$ cat config.mk
export PLATFORM = sky130hd
export DESIGN_NAME = alias_table_sampler_unit_flat
export DESIGN_NICKNAME = d
export VERILOG_FILES = /design/src/rtl/core/ats_pkg.sv /design/src/rtl/core/ats_if.sv /design/src/rtl/core/alias_table_sampler_unit.sv /design/src/rtl/core/ats_ram.sv /design/src/rtl/core/ats_seq.sv /design/src/rtl/core/ats_out.sv /design/src/flat_wrapper.sv
export SDC_FILE = /design/constraint.sdc
export NUM_CORES = 2
export LEC_CHECK = 0
export ABC_AREA = 1
export BUFFER_PORTS_ARGS = -buffer_cell sky130_fd_sc_hd__buf_2
export CORE_AREA = 4 4 558 560
export DETAILED_ROUTE_END_ITERATION = 7
export DIE_AREA = 0 0 562 564
export SLEW_MARGIN = 20
export SYNTH_ARGS = -nofsm -noshare
export SYNTH_HDL_FRONTEND = slang
export SYNTH_SLANG_ARGS = --single-unit
$ cat constraint.sdc
create_clock -name clk -period 13.2 [get_ports clk]
set_clock_uncertainty 0.15 [all_clocks]
set_input_delay 2.64 -clock clk [delete_from_list [all_inputs] [get_ports clk]]
set_output_delay 2.64 -clock clk [all_outputs]
set_load 0.01 [all_outputs]
$ cat src/rtl/core/ats_pkg.sv
`timescale 1ns / 1ps

package ats_pkg;

    // Table size and fixed-point format.
    localparam int ENTRIES   = 64;
    localparam int FRAC_BITS = 16;

    localparam int IDX_W  = $clog2(ENTRIES);
    localparam int CNT_W  = $clog2(ENTRIES + 1);
    localparam int PROB_W = 7 + FRAC_BITS;
    localparam int RND_W  = 16;
    localparam int SUM_W  = PROB_W + 1;
    localparam int PROD_W = RND_W + CNT_W;
    localparam int CMP_W  = PROB_W + RND_W;

    // Probability of one in the stored format.
    localparam logic [PROB_W-1:0] ONE_FX = PROB_W'(1) << FRAC_BITS;

    // Input action codes.
    localparam logic ACT_LOAD = 1'b0;
    localparam logic ACT_DRAW = 1'b1;

    // Result kind codes.
    localparam logic KIND_BUILD = 1'b0;
    localparam logic KIND_DRAW  = 1'b1;

    typedef enum logic [3:0] {
        ST_IDLE,
        ST_DRAW,
        ST_CLS_RD,
        ST_CLS_PUSH,
        ST_PAIR_POP,
        ST_PAIR_RDS,
        ST_PAIR_RDL,
        ST_PAIR_UPD,
        ST_FLUSH_RD,
        ST_FLUSH_WR,
        ST_DONE
    } seq_state_t;

    typedef struct packed {
        logic             result_kind;
        logic [IDX_W-1:0] chosen_index;
        logic [CNT_W-1:0] entry_count;
        logic             table_ready;
        logic             overflowed;
    } result_t;

endpackage

$ cat src/rtl/core/ats_if.sv
`timescale 1ns / 1ps

interface ats_in_if;
    logic                       valid;
    logic                       ready;
    logic                       action;
    logic [ats_pkg::PROB_W-1:0] weight;
    logic                       last_entry;
    logic [ats_pkg::RND_W-1:0]  pick_random;
    logic [ats_pkg::RND_W-1:0]  accept_random;

    modport source (
        output valid, action, weight, last_entry, pick_random, accept_random,
        input  ready
    );
    modport sink (
        input  valid, action, weight, last_entry, pick_random, accept_random,
        output ready
    );
endinterface

interface ats_out_if;
    logic                      valid;
    logic                      ready;
    logic                      result_kind;
    logic [ats_pkg::IDX_W-1:0] chosen_index;
    logic [ats_pkg::CNT_W-1:0] entry_count;
    logic                      table_ready;
    logic                      overflowed;

    modport source (
        output valid, result_kind, chosen_index, entry_count, table_ready, overflowed,
        input  ready
    );
    modport sink (
        input  valid, result_kind, chosen_index, entry_count, table_ready, overflowed,
        output ready
    );
endinterface

$ cat src/rtl/core/alias_table_sampler_unit.sv
`timescale 1ns / 1ps

// Alias table sampler (Walker alias method) with fixed-point probabilities.
// The cmd channel carries one item per transfer: a load writes one weight in
// unsigned Q7.16 into the next table slot, and a draw brings two Q0.16
// uniforms. The res channel returns one result per draw and one per build.
// A load with last_entry set starts the table build; the block takes no
// further transfer on cmd until the build result is placed in the output
// register. A draw's transfer reads the probability and alias memories; the
// sequencer then compares and forms the result once the output register
// can take it. The build classifies each entry onto the small or large
// stack, pairs entries until a stack runs dry, and sets the entries left
// on the stacks to exactly one. The memory reads are registered, and every
// build step waits for the data it has read.
// A column whose probability ends at exactly one is always kept, so aliases
// from earlier tables are never observed and need no clearing pass.
// Reset empties the table, clears the flags and drops any pending result.
// When the receiver stalls, the result waits in the output register and the
// block still accepts the next cmd transfer; a draw or build then holds
// until the register frees up.
module alias_table_sampler_unit (
    input  logic      clk,
    input  logic      rst_n,
    ats_in_if.sink    cmd,
    ats_out_if.source res
);

    logic             push;
    logic             slot_free;
    ats_pkg::result_t result;

    // Sequencer with the table memories.
    ats_seq u_seq (
        .clk       (clk),
        .rst_n     (rst_n),
        .cmd       (cmd),
        .slot_free (slot_free),
        .push      (push),
        .result    (result)
    );

    // Output register toward the receiver.
    ats_out u_out (
        .clk       (clk),
        .rst_n     (rst_n),
        .push      (push),
        .result    (result),
        .slot_free (slot_free),
        .res       (res)
    );

endmodule

$ cat src/rtl/core/ats_ram.sv
`timescale 1ns / 1ps

module ats_ram #(
    parameter int WIDTH = 8,
    parameter int DEPTH = 64
) (
    input  logic                     clk,
    input  logic                     we,
    input  logic [$clog2(DEPTH)-1:0] waddr,
    input  logic [WIDTH-1:0]         wdata,
    input  logic                     re,
    input  logic [$clog2(DEPTH)-1:0] raddr,
    output logic [WIDTH-1:0]         rdata
);

    logic [WIDTH-1:0] mem [DEPTH];
    logic [WIDTH-1:0] rdata_reg;

    always_ff @(posedge clk)
    begin
        if (we)
        begin
            mem[waddr] <= wdata;
        end
        if (re)
        begin
            rdata_reg <= mem[raddr];
        end
    end

    assign rdata = rdata_reg;

endmodule

$ cat src/rtl/core/ats_seq.sv
`timescale 1ns / 1ps

// Sequencer for loads, draws and the table build. It owns the probability,
// alias and the two stack memories and does every access to them.
module ats_seq (
    input  logic             clk,
    input  logic             rst_n,
    ats_in_if.sink           cmd,
    input  logic             slot_free,
    output logic             push,
    output ats_pkg::result_t result
);

    ats_pkg::seq_state_t state_reg, state_next;

    logic [ats_pkg::CNT_W-1:0] count_reg, count_next;
    logic                      ready_reg, ready_next;
    logic                      ovf_reg, ovf_next;
    logic [ats_pkg::CNT_W-1:0] small_top_reg, small_top_next;
    logic [ats_pkg::CNT_W-1:0] large_top_reg, large_top_next;
    logic [ats_pkg::CNT_W-1:0] idx_reg, idx_next;
    logic                      flush_large_reg, flush_large_next;

    // Payload registers.
    logic [ats_pkg::IDX_W-1:0]  col_reg, col_next;
    logic [ats_pkg::RND_W-1:0]  accept_reg, accept_next;
    logic [ats_pkg::IDX_W-1:0]  l_idx_reg, l_idx_next;
    logic [ats_pkg::PROB_W-1:0] ps_reg, ps_next;

    // Memory ports.
    logic                       prob_we, prob_re;
    logic [ats_pkg::IDX_W-1:0]  prob_waddr, prob_raddr;
    logic [ats_pkg::PROB_W-1:0] prob_wdata, prob_rdata;
    logic                       alias_we, alias_re;
    logic [ats_pkg::IDX_W-1:0]  alias_waddr, alias_raddr;
    logic [ats_pkg::IDX_W-1:0]  alias_wdata, alias_rdata;
    logic                       sstk_we, sstk_re;
    logic [ats_pkg::IDX_W-1:0]  sstk_waddr, sstk_raddr, sstk_wdata, sstk_rdata;
    logic                       lstk_we, lstk_re;
    logic [ats_pkg::IDX_W-1:0]  lstk_waddr, lstk_raddr, lstk_wdata, lstk_rdata;

    // Datapath helpers.
    logic [ats_pkg::CNT_W-1:0]  base_count;
    logic                       base_ovf;
    logic [ats_pkg::PROD_W-1:0] prod;
    logic [ats_pkg::CNT_W-1:0]  col_full;
    logic [ats_pkg::IDX_W-1:0]  col_sel;
    logic [ats_pkg::SUM_W-1:0]  sum;
    logic [ats_pkg::SUM_W-1:0]  residue;
    logic [ats_pkg::CMP_W-1:0]  cmp_lhs, cmp_rhs;

    ats_ram #(.WIDTH(ats_pkg::PROB_W), .DEPTH(ats_pkg::ENTRIES)) u_prob_ram (
        .clk   (clk),
        .we    (prob_we),
        .waddr (prob_waddr),
        .wdata (prob_wdata),
        .re    (prob_re),
        .raddr (prob_raddr),
        .rdata (prob_rdata)
    );

    ats_ram #(.WIDTH(ats_pkg::IDX_W), .DEPTH(ats_pkg::ENTRIES)) u_alias_ram (
        .clk   (clk),
        .we    (alias_we),
        .waddr (alias_waddr),
        .wdata (alias_wdata),
        .re    (alias_re),
        .raddr (alias_raddr),
        .rdata (alias_rdata)
    );

    ats_ram #(.WIDTH(ats_pkg::IDX_W), .DEPTH(ats_pkg::ENTRIES)) u_small_ram (
        .clk   (clk),
        .we    (sstk_we),
        .waddr (sstk_waddr),
        .wdata (sstk_wdata),
        .re    (sstk_re),
        .raddr (sstk_raddr),
        .rdata (sstk_rdata)
    );

    ats_ram #(.WIDTH(ats_pkg::IDX_W), .DEPTH(ats_pkg::ENTRIES)) u_large_ram (
        .clk   (clk),
        .we    (lstk_we),
        .waddr (lstk_waddr),
        .wdata (lstk_wdata),
        .re    (lstk_re),
        .raddr (lstk_raddr),
        .rdata (lstk_rdata)
    );

    // A load after a finished build starts a new table.
    assign base_count = ready_reg ? '0 : count_reg;
    assign base_ovf   = ready_reg ? 1'b0 : ovf_reg;

    // Column choice: floor(pick * count / 2^16).
    assign prod     = ats_pkg::PROD_W'(cmd.pick_random) * ats_pkg::PROD_W'(count_reg);
    assign col_full = ats_pkg::CNT_W'(prod >> ats_pkg::RND_W);
    assign col_sel  = (col_full > ats_pkg::CNT_W'(ats_pkg::ENTRIES - 1))
                      ? ats_pkg::IDX_W'(ats_pkg::ENTRIES - 1)
                      : col_full[ats_pkg::IDX_W-1:0];

    // Residue of the large entry, saturating at zero.
    assign sum     = ats_pkg::SUM_W'(prob_rdata) + ats_pkg::SUM_W'(ps_reg);
    assign residue = (sum > ats_pkg::SUM_W'(ats_pkg::ONE_FX))
                     ? sum - ats_pkg::SUM_W'(ats_pkg::ONE_FX) : '0;

    assign cmp_lhs = ats_pkg::CMP_W'(accept_reg) << ats_pkg::FRAC_BITS;
    assign cmp_rhs = ats_pkg::CMP_W'(prob_rdata) << ats_pkg::RND_W;

    assign cmd.ready = (state_reg == ats_pkg::ST_IDLE);

    always_comb
    begin
        state_next       = state_reg;
        count_next       = count_reg;
        ready_next       = ready_reg;
        ovf_next         = ovf_reg;
        small_top_next   = small_top_reg;
        large_top_next   = large_top_reg;
        idx_next         = idx_reg;
        flush_large_next = flush_large_reg;
        col_next         = col_reg;
        accept_next      = accept_reg;
        l_idx_next       = l_idx_reg;
        ps_next          = ps_reg;

        prob_we     = 1'b0;
        prob_waddr  = '0;
        prob_wdata  = '0;
        prob_re     = 1'b0;
        prob_raddr  = '0;
        alias_we    = 1'b0;
        alias_waddr = '0;
        alias_wdata = '0;
        alias_re    = 1'b0;
        alias_raddr = '0;
        sstk_we     = 1'b0;
        sstk_waddr  = '0;
        sstk_wdata  = '0;
        sstk_re     = 1'b0;
        sstk_raddr  = '0;
        lstk_we     = 1'b0;
        lstk_waddr  = '0;
        lstk_wdata  = '0;
        lstk_re     = 1'b0;
        lstk_raddr  = '0;

        push   = 1'b0;
        result = '0;

        unique case (state_reg)
            ats_pkg::ST_IDLE:
            begin
                if (cmd.valid)
                begin
                    if (cmd.action == ats_pkg::ACT_LOAD)
                    begin
                        ready_next = 1'b0;
                        count_next = base_count;
                        ovf_next   = base_ovf;
                        if (base_count < ats_pkg::CNT_W'(ats_pkg::ENTRIES))
                        begin
                            prob_we    = 1'b1;
                            prob_waddr = base_count[ats_pkg::IDX_W-1:0];
                            prob_wdata = cmd.weight;
                            count_next = base_count + 1'b1;
                        end
                        else
                        begin
                            ovf_next = 1'b1;
                        end
                        if (cmd.last_entry)
                        begin
                            idx_next       = '0;
                            small_top_next = '0;
                            large_top_next = '0;
                            state_next     = ats_pkg::ST_CLS_RD;
                        end
                    end
                    else
                    begin
                        prob_re     = 1'b1;
                        prob_raddr  = col_sel;
                        alias_re    = 1'b1;
                        alias_raddr = col_sel;
                        col_next    = col_sel;
                        accept_next = cmd.accept_random;
                        state_next  = ats_pkg::ST_DRAW;
                    end
                end
            end

            ats_pkg::ST_DRAW:
            begin
                if (slot_free)
                begin
                    push                = 1'b1;
                    result.result_kind  = ats_pkg::KIND_DRAW;
                    result.entry_count  = count_reg;
                    result.table_ready  = ready_reg;
                    result.overflowed   = ovf_reg;
                    if (ready_reg && (count_reg != '0))
                    begin
                        result.chosen_index = (cmp_lhs < cmp_rhs) ? col_reg : alias_rdata;
                    end
                    state_next = ats_pkg::ST_IDLE;
                end
            end

            ats_pkg::ST_CLS_RD:
            begin
                prob_re    = 1'b1;
                prob_raddr = idx_reg[ats_pkg::IDX_W-1:0];
                state_next = ats_pkg::ST_CLS_PUSH;
            end

            ats_pkg::ST_CLS_PUSH:
            begin
                if (prob_rdata < ats_pkg::ONE_FX)
                begin
                    sstk_we        = 1'b1;
                    sstk_waddr     = small_top_reg[ats_pkg::IDX_W-1:0];
                    sstk_wdata     = idx_reg[ats_pkg::IDX_W-1:0];
                    small_top_next = small_top_reg + 1'b1;
                end
                else
                begin
                    lstk_we        = 1'b1;
                    lstk_waddr     = large_top_reg[ats_pkg::IDX_W-1:0];
                    lstk_wdata     = idx_reg[ats_pkg::IDX_W-1:0];
                    large_top_next = large_top_reg + 1'b1;
                end
                idx_next   = idx_reg + 1'b1;
                state_next = (idx_next == count_reg) ? ats_pkg::ST_PAIR_POP
                                                     : ats_pkg::ST_CLS_RD;
            end

            ats_pkg::ST_PAIR_POP:
            begin
                if ((small_top_reg != '0) && (large_top_reg != '0))
                begin
                    sstk_re        = 1'b1;
                    sstk_raddr     = ats_pkg::IDX_W'(small_top_reg - 1'b1);
                    lstk_re        = 1'b1;
                    lstk_raddr     = ats_pkg::IDX_W'(large_top_reg - 1'b1);
                    small_top_next = small_top_reg - 1'b1;
                    large_top_next = large_top_reg - 1'b1;
                    state_next     = ats_pkg::ST_PAIR_RDS;
                end
                else
                begin
                    state_next = ats_pkg::ST_FLUSH_RD;
                end
            end

            ats_pkg::ST_PAIR_RDS:
            begin
                alias_we    = 1'b1;
                alias_waddr = sstk_rdata;
                alias_wdata = lstk_rdata;
                prob_re     = 1'b1;
                prob_raddr  = sstk_rdata;
                l_idx_next  = lstk_rdata;
                state_next  = ats_pkg::ST_PAIR_RDL;
            end

            ats_pkg::ST_PAIR_RDL:
            begin
                ps_next    = prob_rdata;
                prob_re    = 1'b1;
                prob_raddr = l_idx_reg;
                state_next = ats_pkg::ST_PAIR_UPD;
            end

            ats_pkg::ST_PAIR_UPD:
            begin
                prob_we    = 1'b1;
                prob_waddr = l_idx_reg;
                prob_wdata = residue[ats_pkg::PROB_W-1:0];
                if (residue < ats_pkg::SUM_W'(ats_pkg::ONE_FX))
                begin
                    sstk_we        = 1'b1;
                    sstk_waddr     = small_top_reg[ats_pkg::IDX_W-1:0];
                    sstk_wdata     = l_idx_reg;
                    small_top_next = small_top_reg + 1'b1;
                end
                else
                begin
                    lstk_we        = 1'b1;
                    lstk_waddr     = large_top_reg[ats_pkg::IDX_W-1:0];
                    lstk_wdata     = l_idx_reg;
                    large_top_next = large_top_reg + 1'b1;
                end
                state_next = ats_pkg::ST_PAIR_POP;
            end

            ats_pkg::ST_FLUSH_RD:
            begin
                if (small_top_reg != '0)
                begin
                    sstk_re          = 1'b1;
                    sstk_raddr       = ats_pkg::IDX_W'(small_top_reg - 1'b1);
                    small_top_next   = small_top_reg - 1'b1;
                    flush_large_next = 1'b0;
                    state_next       = ats_pkg::ST_FLUSH_WR;
                end
                else if (large_top_reg != '0)
                begin
                    lstk_re          = 1'b1;
                    lstk_raddr       = ats_pkg::IDX_W'(large_top_reg - 1'b1);
                    large_top_next   = large_top_reg - 1'b1;
                    flush_large_next = 1'b1;
                    state_next       = ats_pkg::ST_FLUSH_WR;
                end
                else
                begin
                    ready_next = 1'b1;
                    state_next = ats_pkg::ST_DONE;
                end
            end

            ats_pkg::ST_FLUSH_WR:
            begin
                prob_we    = 1'b1;
                prob_waddr = flush_large_reg ? lstk_rdata : sstk_rdata;
                prob_wdata = ats_pkg::ONE_FX;
                state_next = ats_pkg::ST_FLUSH_RD;
            end

            ats_pkg::ST_DONE:
            begin
                if (slot_free)
                begin
                    push               = 1'b1;
                    result.result_kind = ats_pkg::KIND_BUILD;
                    result.entry_count = count_reg;
                    result.table_ready = ready_reg;
                    result.overflowed  = ovf_reg;
                    state_next         = ats_pkg::ST_IDLE;
                end
            end

            default:
            begin
                state_next = ats_pkg::ST_IDLE;
            end
        endcase
    end

    always_ff @(posedge clk or negedge rst_n)
    begin
        if (!rst_n)
        begin
            state_reg       <= ats_pkg::ST_IDLE;
            count_reg       <= '0;
            ready_reg       <= 1'b0;
            ovf_reg         <= 1'b0;
            small_top_reg   <= '0;
            large_top_reg   <= '0;
            idx_reg         <= '0;
            flush_large_reg <= 1'b0;
        end
        else
        begin
            state_reg       <= state_next;
            count_reg       <= count_next;
            ready_reg       <= ready_next;
            ovf_reg         <= ovf_next;
            small_top_reg   <= small_top_next;
            large_top_reg   <= large_top_next;
            idx_reg         <= idx_next;
            flush_large_reg <= flush_large_next;
        end
    end

    always_ff @(posedge clk)
    begin
        col_reg    <= col_next;
        accept_reg <= accept_next;
        l_idx_reg  <= l_idx_next;
        ps_reg     <= ps_next;
    end

endmodule

$ cat src/rtl/core/ats_out.sv
`timescale 1ns / 1ps

// Output holding register. A result waits here until the receiver takes it,
// while the sequencer is free to accept further input.
module ats_out (
    input  logic             clk,
    input  logic             rst_n,
    input  logic             push,
    input  ats_pkg::result_t result,
    output logic             slot_free,
    ats_out_if.source        res
);

    logic             valid_reg, valid_next;
    ats_pkg::result_t data_reg;

    assign slot_free = !valid_reg || res.ready;

    always_comb
    begin
        valid_next = valid_reg;
        if (push)
        begin
            valid_next = 1'b1;
        end
        else if (res.ready)
        begin
            valid_next = 1'b0;
        end
    end

    always_ff @(posedge clk or negedge rst_n)
    begin
        if (!rst_n)
        begin
            valid_reg <= 1'b0;
        end
        else
        begin
            valid_reg <= valid_next;
        end
    end

    always_ff @(posedge clk)
    begin
        if (push)
        begin
            data_reg <= result;
        end
    end

    assign res.valid        = valid_reg;
    assign res.result_kind  = data_reg.result_kind;
    assign res.chosen_index = data_reg.chosen_index;
    assign res.entry_count  = data_reg.entry_count;
    assign res.table_ready  = data_reg.table_ready;
    assign res.overflowed   = data_reg.overflowed;

endmodule

$ cat src/flat_wrapper.sv
// flat-port wrapper written by rule: the top's interface ports become plain ports
module alias_table_sampler_unit_flat 
  (clk, rst_n, cmd_valid, cmd_action, cmd_weight, cmd_last_entry, cmd_pick_random, cmd_accept_random, cmd_ready, res_valid, res_result_kind, res_chosen_index, res_entry_count, res_table_ready, res_overflowed, res_ready);
  ats_in_if cmd_i ();
  ats_out_if res_i ();
  input  logic clk;
  input  logic rst_n;
  input wire logic [$bits(cmd_i.valid)-1:0] cmd_valid;
  input wire logic [$bits(cmd_i.action)-1:0] cmd_action;
  input wire logic [$bits(cmd_i.weight)-1:0] cmd_weight;
  input wire logic [$bits(cmd_i.last_entry)-1:0] cmd_last_entry;
  input wire logic [$bits(cmd_i.pick_random)-1:0] cmd_pick_random;
  input wire logic [$bits(cmd_i.accept_random)-1:0] cmd_accept_random;
  output wire logic [$bits(cmd_i.ready)-1:0] cmd_ready;
  output wire logic [$bits(res_i.valid)-1:0] res_valid;
  output wire logic [$bits(res_i.result_kind)-1:0] res_result_kind;
  output wire logic [$bits(res_i.chosen_index)-1:0] res_chosen_index;
  output wire logic [$bits(res_i.entry_count)-1:0] res_entry_count;
  output wire logic [$bits(res_i.table_ready)-1:0] res_table_ready;
  output wire logic [$bits(res_i.overflowed)-1:0] res_overflowed;
  input wire logic [$bits(res_i.ready)-1:0] res_ready;
  assign cmd_i.valid = cmd_valid;
  assign cmd_i.action = cmd_action;
  assign cmd_i.weight = cmd_weight;
  assign cmd_i.last_entry = cmd_last_entry;
  assign cmd_i.pick_random = cmd_pick_random;
  assign cmd_i.accept_random = cmd_accept_random;
  assign cmd_ready = cmd_i.ready;
  assign res_valid = res_i.valid;
  assign res_result_kind = res_i.result_kind;
  assign res_chosen_index = res_i.chosen_index;
  assign res_entry_count = res_i.entry_count;
  assign res_table_ready = res_i.table_ready;
  assign res_overflowed = res_i.overflowed;
  assign res_i.ready = res_ready;
  alias_table_sampler_unit u_core (.clk(clk), .rst_n(rst_n), .cmd(cmd_i), .res(res_i));
endmodule
==> results.ini <==
[run_status]
status=finished, final reports clean

[clocking]
postCtsSetupBuffers=0
clk_pin_slew_ps=60
root_buffer=clkbuf_16
clk_latency_ps=900
cts_sinks=2768
numCtsBuffers=296
cts.htree.levels=5
holdBufCountCts=0
clock_path_buffers=4
cts_resized=0
cts_tree=yes

[place]
port_buffers=78
dp_cells=14500
dpl.hpwl_um=201000
dp_slack_ps=2650
globalplace.congestion=0.903

[setup_path]
arrival_ps=10270
reg2regPathDepth=34
crit_path_max_incr_delay_ps=610
timing.rr.end=u_core.u_seq.u_prob_ram.rdata[17]$_DFFE_PP_
rrSetupSlack_ps=4450
endpoint=u_core.u_seq.u_prob_ram.rdata[17]$_DFFE_PP_
cp_slowest_cell=buf_4
timing.critical_path.depth=35
crit_path_end_kind=flip-flop
cp.buffers_inverters=10
critical_path_class=input port to flip-flop
cp_common_cell=nand2_1
cp-start-kind=input port
critical_path.top_delay_family=simple AND/OR/NAND/NOR gates
required_ps=13690
cp_max_fo=81
r2r-start=u_core.u_seq.count_reg[2]$_DFFE_PN0P_
startpoint=cmd_pick_random[14]

[power_and_ir_drop]
total_power_mw=34.1
seq_power_share_pct=30.4
p_comb_share_pct=46.1
p_clk_share_pct=23.5
switching_share_pct=44.5
powerDensity_nw_per_um2=250
vdd_ir_drop_max_uv=734
internal-power_mw=18.9
leakagePower_nw=51.0
switchingPower_mw=15.2

[synth]
syn_nets=10900
synth_area_per_cell_um2=11.4
synth_compound_area_share_pct=5.51
ys_seq_elements=2768
synth_area_um2=122000
synth-adder-area-share_pct=2.02
synth_top_family_by_area=simple AND/OR/NAND/NOR gates
synth-seq-area-share_pct=67.9
synthSimpleGateAreaFrac_pct=19.2
ys_dominant_reg_cell=edfxtp_1
synth.area.mux_share_pct=0
synth.distinct_cells=60
netlist_instances=10700
synth_xor_xnor_area_share_pct=0.108
postSynth.asyncResetShare_pct=1.30
yosys_warnings=0
synth_edf_count=2732

[min_path]
hold_path_class=flip-flop to flip-flop

[global_routing]
grt_usage_pct=21.3
grt_first_pass_wirelength_um=517000
grt_max_degree=245
grt-ovfl-total=0
grt_antenna_before_repair=15
grt_pass1_vias=78900

[layout]
largest_register_ff_count=1472
layout-drive-gt1-share_pct=9.30
syn2layout_area_growth_pct=11.5
largest_register=u_core.u_seq.u_prob_ram.mem
final.fill_count=27900
nNetsFinal=10900
fin_cells=15000

[floorplan]
die_width_um=562
die_h_um=564
io_pins=79
start_util_pct=40.0
dieArea_um2=317000
fp-row-count=203
coreArea_um2=306000

[timing]
tightest_slew_ps=1090
period_needed_ps=9780
fmax_mhz=102
rsz0062_at_grt=no
finalMaxSlewViolations=0
finalSetupTns_ps=0
hold_violations=0
setup_violations=0
fin_crit_sh_pct=74.1
slew_headroom_pct=27.1
worst_slack_ps=3420

[flow_run]
cap_violations=0

[detailed_routing]
viasPerCell=5.53
first_pass_iters=5
ant_nets=0
drt_iter0_markers=10300
routed_wl_um=350000
vias=82900
drc_errors=0
wl_per_cell_um=23.3

[cell families (layout without fill, tap and decap cells)]
group                    Yosys count  after routing
AND/OR/NAND/NOR                 5181           5181
flip-flops                      2768           2768
buffers and inverters           1564           1711
AO/OA/AOI/OAI                   1047           1047
adder cells (fa/ha/maj)          156            156
XOR/XNOR                          15             15
other                              0              8
[layer usage]
| metal | GRT usage, % | vias to the layer above | part of all wire [%] |
|---|---|---|---|
| met3 | 3.01 | 632 | 7.8 |
| met1 | 29.9 | 41000 | 42 |
| met4 | 8.44 | 2 | 4.3 |
| li1 | - | 37600 | - |
| met2 | 33.7 | 3665 | 46 |
| met5 | 0 | - | 0.0037 |
[cells in the mapped netlist (60+ instances only)]
library cell / instances / area [um2]
edfxtp_1: 2732 / 82000
nand2_1: 2025 / 7600
nand3_1: 1748 / 8750
nor2_1: 908 / 3410
inv_1: 904 / 3390
o21ai_0: 432 / 2160
buf_2: 295 / 1480
clkbuf_1: 268 / 1010
nand3b_1: 230 / 1730
o211ai_1: 227 / 1700
or2_2: 130 / 813
ha_1: 87 / 1090
fa_1: 69 / 1380
a21oi_1: 65 / 325
o21bai_1: 62 / 465
o32ai_1: 60 / 526
[worst min path at each step]
stage	startpoint	to	slack, ps	cells past startpoint
after detailed placement	u_core.u_seq.u_large_ram.rdata[1]$_DFFE_PP_	u_core.u_seq.l_idx_reg[1]$_DFFE_PP_	350	0
after global routing	u_core.u_seq.u_large_ram.rdata[2]$_DFFE_PP_	u_core.u_seq.l_idx_reg[2]$_DFFE_PP_	370	0
after global placement	u_core.u_seq.u_large_ram.rdata[3]$_DFFE_PP_	u_core.u_seq.l_idx_reg[3]$_DFFE_PP_	340	0
after floorplan	u_core.u_seq.u_prob_ram.rdata[16]$_DFFE_PP_	u_core.u_seq.ps_reg[16]$_DFFE_PN_	300	0
after CTS	u_core.u_seq.u_large_ram.rdata[2]$_DFFE_PP_	u_core.u_seq.l_idx_reg[2]$_DFFE_PP_	340	0
final	u_core.u_seq.u_large_ram.rdata[2]$_DFFE_PP_	u_core.u_seq.l_idx_reg[2]$_DFFE_PP_	350	0
[power by group through the flow]
stage	Clock, mW	Combinational, mW	Sequential, mW
6_report	8.00	15.7	10.4
5_1_grt	8.50	17.3	10.4
4_1_cts	8.13	15.6	10.4
3_5_place_dp	0	15.5	10.5
3_3_place_gp	0	15.5	10.5
2_1_floorplan	0	10.8	10.3
[per-stage QoR]
stage | utilization (%) | instance area (um2) | hold slack [ps]
final | 44.5 | 136000 | 348
after global routing | 44.5 | 136000 | 365
after CTS | 44.5 | 136000 | 344
after detailed placement | 41.5 | 127000 | 348
after global placement | 41.5 | 127000 | 341
after floorplan | - | 122000 | 295
[cells in the final DEF (no fill, tap or decap), types with 9 or more instances in the layout]
cell,instances
inv_1,900
buf_4,168
clkbuf_16,298
a21oi_1,65
o32ai_1,60
a22o_2,11
o22ai_4,12
xor2_1,11
nand2_4,11
fa_1,69
nand4_4,15
nor3_1,16
inv_2,17
edfxtp_1,2732
o21bai_1,62
bufinv_16,18
nor2_1,835
nor2_4,19
clkinvlp_4,9
o221ai_1,31
o21ai_1,15
o311ai_0,58
nand3_1,1747
nand4_1,34
buf_2,78
nand2_1,2022
inv_6,10
clkinv_2,45
ha_1,87
dfrtp_1,36
nand3b_1,230
nand2_2,16
buf_12,14
o21ai_0,424
nor2_2,85
clkinv_1,67
clkbuf_1,62
o211ai_1,227
or2_2,131
o22ai_1,45
[layout make-up]
cell class	count	area [um2]	area share [%]
Inverter	927	3510	2.58
Clock buffer	360	7690	5.65
Clock inverter	163	1490	1.10
Timing Repair Buffer	261	1940	1.43
Sequential cell	2768	82900	60.9
Multi-Input combinational cell	6399	33500	24.6
Antenna cell	8	20.0	0.0147
Tap cell	4100	5130	3.77
No activity file was read; power rests on OpenSTA's default activity.
